==> config.mk <==
export PLATFORM = sky130hd
export DESIGN_NAME = crfs_ram
export DESIGN_NICKNAME = d
export VERILOG_FILES = /design/src/hdl/crfs_ram.sv
export SDC_FILE = /design/constraint.sdc
export NUM_CORES = 1
export LEC_CHECK = 0
export CORE_MARGIN = 2
export CORE_UTILIZATION = 61
export CTS_CLUSTER_DIAMETER = 100
export DETAILED_ROUTE_END_ITERATION = 10
export DONT_BUFFER_PORTS = 1
export HOLD_SLACK_MARGIN = 0.1
export PLACE_DENSITY = 0.83
export SLEW_MARGIN = 10
export SYNTH_ARGS = -nofsm -noshare
export SYNTH_HDL_FRONTEND = slang
export SYNTH_SLANG_ARGS = --single-unit
==> constraint.sdc <==
create_clock -name i_clk -period 3 [get_ports i_clk]
set_input_delay 0.3 -clock i_clk [delete_from_list [all_inputs] [get_ports i_clk]]
set_output_delay 0.3 -clock i_clk [all_outputs]
set_load 0.1 [all_outputs]
==> src/hdl/crfs_ram.sv <==
// Generic single-port-write, single-read RAM with a registered read.
// No dependencies.
module crfs_ram #(
    parameter int WIDTH = 8,
    parameter int DEPTH = 16
) (
    input  logic                     i_clk,
    input  logic                     i_we,
    input  logic [$clog2(DEPTH)-1:0] i_waddr,
    input  logic [WIDTH-1:0]         i_wdata,
    input  logic [$clog2(DEPTH)-1:0] i_raddr,
    output logic [WIDTH-1:0]         o_rdata
);
    logic [WIDTH-1:0] r_mem [DEPTH];
    logic [WIDTH-1:0] r_rdata;

    always_ff @(posedge i_clk) begin
        if (i_we) begin
            r_mem[i_waddr] <= i_wdata;
        end
        r_rdata <= r_mem[i_raddr];
    end

    assign o_rdata = r_rdata;
endmodule

---- After elaboration in Yosys (flattened, before gate mapping) ----
Memory sizes are Yosys's and may differ from the RTL's. A register that Yosys moved wholly into a read port is not among the register bits.
Cells that the tools add are included.
W data, S select, Z words.
storage, ports and cells
  flip-flop bits (word level) ............. 0
  memory bits (writable) .................. 128
  input port bits ......................... 18
  output and inout port bits .............. 8
  word-level logic and storage cells ...... 3
  memories ................................ 1
memory list
  name   depth  width  rd ports  clocked after memory_dff  wr ports  line  source
  r_mem  16     8      1         1                         1         14    logic [WIDTH-1:0] r_mem [DEPTH];
operators by class
  multiplexer cells ....................... 2
operators by type and width
  operator  count
  $mux W1   2

---- Logic depth before layout (Yosys ltp) ----
Gate-level depths: netlist of the first run.
  depth after elaboration ................. 2
  mapped depth ............................ 5
  mapped depth without buffers ............ 3

---- Worst setup path before layout of the first run ----
Ideal clock, no wire load.
  kind .................................... in2reg
  start ................................... input port i_waddr[2]
  end ..................................... memory r_mem[0][0], enable pin
  setup time .............................. 383 ps
  arrival ................................. 1410 ps
  required time ........................... 2617 ps
  slack ................................... 1207 ps
  stages on the path ...................... 2
  buffers on the path ..................... 0
  cell sequence ........................... or3b_2 -> nor3_1
RTL lines
  what                line  source
  start: declaration  9     input logic [$clog2(DEPTH)-1:0] i_waddr,
  end: declaration    14
No word-level cell before the write port.

---- Worst setup path in the final report of the first run ----
  start ................................... register r_rdata[3], in the netlist o_rdata[3], read port of r_mem
  end ..................................... output port o_rdata[3]
RTL lines
  what                line  source
  start: declaration  15    logic [WIDTH-1:0] r_rdata;
  end: declaration    12    output logic [WIDTH-1:0] o_rdata
No word-level cell between the ends.

==> results.sh, run 1 <==
export IMPL_fin_area_sq_mm=0.00595
export IMPL_r2r_cells=3
export IMPL_grt_pass1_vias=2437
export IMPL_route_detailed_drc=0
export IMPL_syn_cell_area_sq_mm=0.00515
export IMPL_synth_adder_area_share_pct=0
export IMPL_path_clk_slew_ns=0.06
export IMPL_cap_violations=0
export IMPL_fmax_mhz=563
export IMPL_hold_violations=0
export IMPL_ant_nets=0
export IMPL_utilization_pct=72.4
export IMPL_antenna_found_initial=0
export IMPL_crit_required_ns=2.70
export IMPL_timing_final_crit_period_ns=1.78
export IMPL_nFillCells=472
export IMPL_rr_startpoint="r_mem[1][2]"
export IMPL_syn_area_per_cell_sq_um=22.5
export IMPL_p_leak_uw=0.00195
export IMPL_drt_iter0_markers=239
export IMPL_multiInputGateArea_sq_mm=0.00106
export IMPL_grt_usage_pct=24.6
export IMPL_postPlaceCellArea_sq_mm=0.00522
export IMPL_timing_rr_end="o_rdata[2]"
export IMPL_cp_data_arrival_time_ns=1.48
export IMPL_finalCritPeriodShare_pct=59.2
export IMPL_synth_top_family_by_area="multiplexers"
export IMPL_wl_mm=9.96
export IMPL_ff_latch_area_sq_mm=0.00400
export IMPL_synth_compound_area_share_pct=2.33
export IMPL_antenna_cells=0
export IMPL_die_w_um=95.9
export IMPL_rrSetupSlack_ns=1.54
export IMPL_place_congestion=0.727
export IMPL_end_kind="output pin"
export IMPL_ys_types=19
export IMPL_max_vdd_ir_drop_mv=0.545
export IMPL_cts_buffer_depth=2
export IMPL_initial_core_util_pct=62.6
export IMPL_holdPathEnd="o_rdata[1]"
export IMPL_area_delta_synth_final_pct=15.5
export IMPL_ys_ff_latch=136
export IMPL_finClkSkew_ns=0.00674
export IMPL_cts_root_buf="clkbuf_8"
export IMPL_slew_viol_final=0
export IMPL_rsz0062_at_grt="false"
export IMPL_startpoint_type="flip-flop"
export IMPL_worstSetupPathType="flip-flop to output pin"
export IMPL_status="completed"
export IMPL_final_nets=270
export IMPL_yosys_warnings=0
export IMPL_whs_ns=0.111
export IMPL_power_density_mw_per_mm2=764
export IMPL_routed_via_density=6.50
export IMPL_hp_class="primary input to flip-flop"
export IMPL_tightest_slew_ns=0.962
export IMPL_cts_inserted_buffers=17
export IMPL_synth_xor_area_share_pct=0
export IMPL_setup_viol_count_final=0
export IMPL_ys_seq_area_share_pct=77.8
export IMPL_grt_pass1_wl_mm=14.7
export IMPL_min_path_cells=3
export IMPL_grt_max_degree=33
export IMPL_ctsHoldBuffers=10
export IMPL_grt_overflow=0
export IMPL_cts_resized=0
export IMPL_post_drt_wl_per_cell_um=26.9
export IMPL_port_buffers=0
export IMPL_critPathMaxFanout=1
export IMPL_worstHoldStart="i_raddr[1]"
export IMPL_clock_latency_ns=0.52
export IMPL_route_vias_total=2405
export IMPL_synth_cells=229
export IMPL_relSlewSlack_pct=35.8
export IMPL_die_h_um=95.9
export IMPL_fp_coreArea_sq_mm=0.00822
export IMPL_dp_hpwl_mm=5.63
export IMPL_cts_tree="done"
export IMPL_cts_max_level=4
export IMPL_final_common_cell="edfxtp_1"
export IMPL_rows=33
export IMPL_final_cell_mix="128 x edfxtp_1, 18 x mux4_2, 16 x a22oi_1, 16 x clkbuf_16, 14 x mux4_1"
export IMPL_synth_simple_gate_area_share_pct=3.18
export IMPL_drive_above_1_share_pct=19.2
export IMPL_synth_net_count=247
export IMPL_cts_sinks=136
export IMPL_post_cts_buffers=0
export IMPL_firstDrtPassIters=6
export IMPL_die_area_sq_mm=0.00919
export IMPL_setup_tns_ns=0
export IMPL_synthMuxAreaShare_pct=15.0
export IMPL_ios=26
-- worst min-delay path: cells and delay by family --
kind | cells | cell delay, ns
compound gates | 1 | 0.06
simple gates | 1 | 0.08
mux | 1 | 0.16
-- registers in the layout, indices dropped and copies added (netlist names) --
signal   cells
o_rdata      8
r_mem      128
-- synth_stat cells --
master	n	share of area [%]
a22oi_1	16	2.3
and2_1	1	0.12
and2b_1	1	0.15
buf_2	3	0.29
buf_4	1	0.15
buf_6	3	0.66
clkdlybuf4s25_2	3	0.58
dfxtp_1	8	3.1
edfxtp_1	128	75
mux4_1	14	7.1
mux4_2	18	7.9
nand2_1	9	0.66
nand2b_1	2	0.24
nand3_1	1	0.097
nand3b_1	2	0.29
nor2_1	13	0.95
nor2b_1	1	0.12
nor3_1	4	0.39
or3b_2	1	0.17
-- worst max path at each step --
stage	from	endpoint	cells after the start
final	o_rdata[3]	o_rdata[3]	0
after global routing	o_rdata[3]	o_rdata[3]	0
after CTS	o_rdata[3]	o_rdata[3]	0
after detailed placement	i_waddr[2]	r_mem[2][2]	2
after global placement	i_waddr[2]	r_mem[1][0]	2
after floorplan	i_waddr[2]	r_mem[0][0]	2
-- per-stage QoR --
stage | std cells | total power, uW | worst slack, ns
finish | 370 | 4540 | 1.22
detailed placement | 328 | 2380 | 1.24
global placement | 328 | 2380 | 1.35
global route | 370 | 4660 | 1.17
CTS | 370 | 4560 | 1.19
floorplan | 229 | 2370 | 1.21
-- power by group --
part / internal (uW) / switching (uW) / total [uW]
clock: 1420 / 738 / 2160
sequential: 2130 / 107 / 2230
combinational: 69.8 / 79.5 / 149
total: 3620 / 925 / 4540
-- per-layer routing --
| layer | part of all wire, % | track usage, % |
|---|---|---|
| met5 | 0 | 0 |
| met4 | 1.9 | 9.76 |
| met3 | 7.9 | 8.14 |
| met2 | 50 | 37.6 |
| met1 | 40 | 33.3 |
-- logic make-up (layout without fill, tap and decap cells) --
group	count (synthesis)	after routing
flops	136	136
compound gates	16	16
buf+inv	10	46
simple gates	35	35
mux	32	32
-- cell type report --
| cell class | count | area share, % |
|---|---|---|
| flip-flops and latches | 136 | 67.3 |
| multi-input cells | 83 | 17.8 |
| clock inverters | 14 | 3.45 |
| repair buffers | 14 | 2.19 |
| well taps | 105 | 2.21 |
| clock buffers | 18 | 7.03 |
Note: power is estimated with default switching activity, not from simulation.
==> run 2: changes to the inputs <==
--- a/config.mk
+++ b/config.mk
@@ -5,13 +5,14 @@
 export SDC_FILE = /design/constraint.sdc
 export NUM_CORES = 1
 export LEC_CHECK = 0
+export ABC_AREA = 1
 export CORE_MARGIN = 2
-export CORE_UTILIZATION = 61
+export CORE_UTILIZATION = 57
 export CTS_CLUSTER_DIAMETER = 100
 export DETAILED_ROUTE_END_ITERATION = 10
 export DONT_BUFFER_PORTS = 1
 export HOLD_SLACK_MARGIN = 0.1
-export PLACE_DENSITY = 0.83
+export PLACE_DENSITY = 0.81
 export SLEW_MARGIN = 10
 export SYNTH_ARGS = -nofsm -noshare
 export SYNTH_HDL_FRONTEND = slang
==> constraint.sdc (replaced) <==
create_clock -name i_clk -period 1.6 [get_ports i_clk]
set_input_delay 0.16 -clock i_clk [delete_from_list [all_inputs] [get_ports i_clk]]
set_output_delay 0.16 -clock i_clk [all_outputs]
set_load 0.1 [all_outputs]
==> run 2 against run 1 <==
Flip-flop and latch count stayed put. Final cell count is 100% higher. Clock skew is 0.0011 ns higher. Synthesized area is 12% higher. Critical path depth is 7 higher. First-iteration DRC count is 120% higher.
==> results.sh, run 2 <==
export IMPL_ios=26
export IMPL_cts_root_buf="clkbuf_8"
export IMPL_crit_required_ns=2.01
export IMPL_final_common_cell="nand2_1"
export IMPL_fmax_mhz=643
export IMPL_p_leak_uw=0.00296
export IMPL_nFillCells=670
export IMPL_p_int_uw=6880
export IMPL_clock_latency_ns=0.52
export IMPL_syn_area_per_cell_sq_um=10.5
export IMPL_synth_most_common_cell="nand2_1"
export IMPL_p_seq_share_pct=45.4
export IMPL_synthArstFlopShare_pct=0
export IMPL_cts_tree="done"
export IMPL_initial_core_util_pct=58.7
export IMPL_pwr_share_clk_pct=46.9
export IMPL_grt_usage_pct=26.0
export IMPL_slowest_stage="dlygate4sd3_1"
export IMPL_largest_register="r_mem"
export IMPL_p_sw_uw=1960
export IMPL_grt_overflow=0
export IMPL_path_clk_slew_ns=0.06
export IMPL_end_kind="flip-flop"
export IMPL_route_vias_total=4134
export IMPL_timing_final_crit_period_ns=1.56
export IMPL_max_vdd_ir_drop_mv=0.760
export IMPL_critPathMaxFanout=1
export IMPL_cp_common_cell="nand3_1"
export IMPL_ys_types=12
export IMPL_netlist_area_leader_share_pct=66.7
export IMPL_finalCritPeriodShare_pct=97.2
export IMPL_tightest_slew_ns=0.777
export IMPL_worstSetupPathType="flip-flop to flip-flop"
export IMPL_power_density_mw_per_mm2=1290
export IMPL_ant_nets=0
export IMPL_relSlewSlack_pct=48.0
export IMPL_grt_pass1_vias=4000
export IMPL_cts_max_level=4
export IMPL_routed_via_density=5.58
export IMPL_cpPeakStageDelay_ns=0.59
export IMPL_grt_max_degree=48
export IMPL_die_h_um=105
export IMPL_ys_seq_area_share_pct=69.4
export IMPL_cts_inserted_buffers=17
export IMPL_final_cell_mix="173 x nand2_1, 128 x edfxtp_1, 100 x inv_1"
export IMPL_yosys_top_cells_area="edfxtp_1 67%, nand2_1 11%, nand3_1 8.4%"
export IMPL_dp_hpwl_mm=7.41
export IMPL_crit_chain="inv_1 -> nand2_1 -> nand3_1 -> nand3_1 -> dlygate4sd3_1 -> nand3_1 -> nand2_1"
export IMPL_post_drt_wl_per_cell_um=18.5
export IMPL_finClkSkew_ns=0.00785
export IMPL_slew_viol_final=0
export IMPL_die_w_um=105
export IMPL_drt_iter0_markers=530
export IMPL_drive_above_1_share_pct=10.2
export IMPL_ys_ff_latch=136
export IMPL_antenna_found_initial=2
export IMPL_yosys_warnings=0
export IMPL_ys_flop_type="edfxtp_1"
export IMPL_wl_mm=13.7
export IMPL_cts_buffer_depth=2
export IMPL_grt_pass1_wl_mm=21.0
export IMPL_setup_viol_count_final=0
export IMPL_fp_coreArea_sq_mm=0.00982
export IMPL_port_buffers=0
export IMPL_cts_sinks=136
export IMPL_synth_net_count=569
export IMPL_rows=36
export IMPL_hp_class="primary input to flip-flop"
export IMPL_switching_share_pct=22.2
export IMPL_postPlaceCellArea_sq_mm=0.00596
export IMPL_synth_edf_count=128
export IMPL_cp_data_arrival_time_ns=1.96
export IMPL_route_detailed_drc=0
export IMPL_hold_violations=0
export IMPL_die_area_sq_mm=0.0109
export IMPL_comb_power_share_pct=7.7
export IMPL_ys_top_cells_by_count="173 x nand2_1, 128 x edfxtp_1, 100 x inv_1, 97 x nand3_1, 17 x nor2_1"
export IMPL_rsz0062_at_grt="false"
export IMPL_place_congestion=0.842
export IMPL_setup_tns_ns=0
export IMPL_cap_violations=0
export IMPL_synth_cells=551
export IMPL_syn_cell_area_sq_mm=0.00577
export IMPL_largest_reg_flops=128
export IMPL_status="completed"
export IMPL_fin_area_sq_mm=0.00684
export IMPL_startpoint_type="flip-flop"
export IMPL_firstDrtPassIters=6
export IMPL_final_nets=612
export IMPL_area_delta_synth_final_pct=18.6
export IMPL_yosys_area_top_type="edfxtp_1"
run 2: power by group through the flow:
stage / combinational (uW) / sequential [uW] / clock (uW)
CTS: 662 / 4010 / 4150
detailed placement: 512 / 4080 / 0
global placement: 503 / 4080 / 0
global route: 722 / 4010 / 4310
finish: 681 / 4010 / 4150
floorplan: 281 / 4250 / 0
run 2: timing repair:
item	4_1_cts	5_1_grt
hold buffers	20	1
setup buffers	0	1
hold endpoints to repair	138	1
endpoints found under the setup margin	0	7
gates resized for setup	0	2
run 2: kinds of logic after synthesis:
group / count (synthesis) / synth area share [%]
AND/OR/NAND/NOR: 289 / 21.0
flip-flops: 136 / 69.4
buffers and inverters: 126 / 9.52
run 2: metal layers:
layer,global-route usage (%),vias up,part of all wire [%]
met5,0,-,0.095
met4,14.3,2,4.9
met3,8.92,60,11
met2,40.8,309,48
met1,31.8,1902,36
li1,-,1861,-
run 2: area by class of cell:
type	instances	area, sq um	share of cell area [%]
tap	133	166	2.43
clock inverter	13	201	2.94
clock buffer	19	432	6.31
antenna	1	2.50	0.0366
inverter	102	383	5.60
sequential	136	4000	58.5
multi-input combinational	289	1220	17.8
timing repair buffer	48	435	6.37
run 2: worst max-delay path: cells and delay by family, from the launching register on:
family,cells,cell delay [ns]
buffers and inverters,2,0.66
and+or+nand+nor,5,0.41
DFF,1,0.38
run 2: final timing paths:
check	startpoint	slack, ns	to	cells past startpoint
worst max-delay path	r_mem[12][4]	0.04	o_rdata[4]	7
worst min-delay path	i_raddr[0]	0.11	o_rdata[0]	5
worst max register to register	r_mem[12][4]	0.04	o_rdata[4]	7
worst min register to register	r_mem[12][5]	0.68	o_rdata[5]	6
run 2: metrics by stage:
step	instances	setup slack [ns]	hold WS [ns]	power [uW]	util, %
floorplan	551	0.489	0.259	4530	-
global placement	686	0.433	0.260	4580	60.7
detailed placement	686	0.412	0.260	4600	60.7
CTS	738	0.0246	0.104	8820	69.4
global route	741	0.00945	0.109	9050	69.7
finish	741	0.0448	0.114	8840	69.7
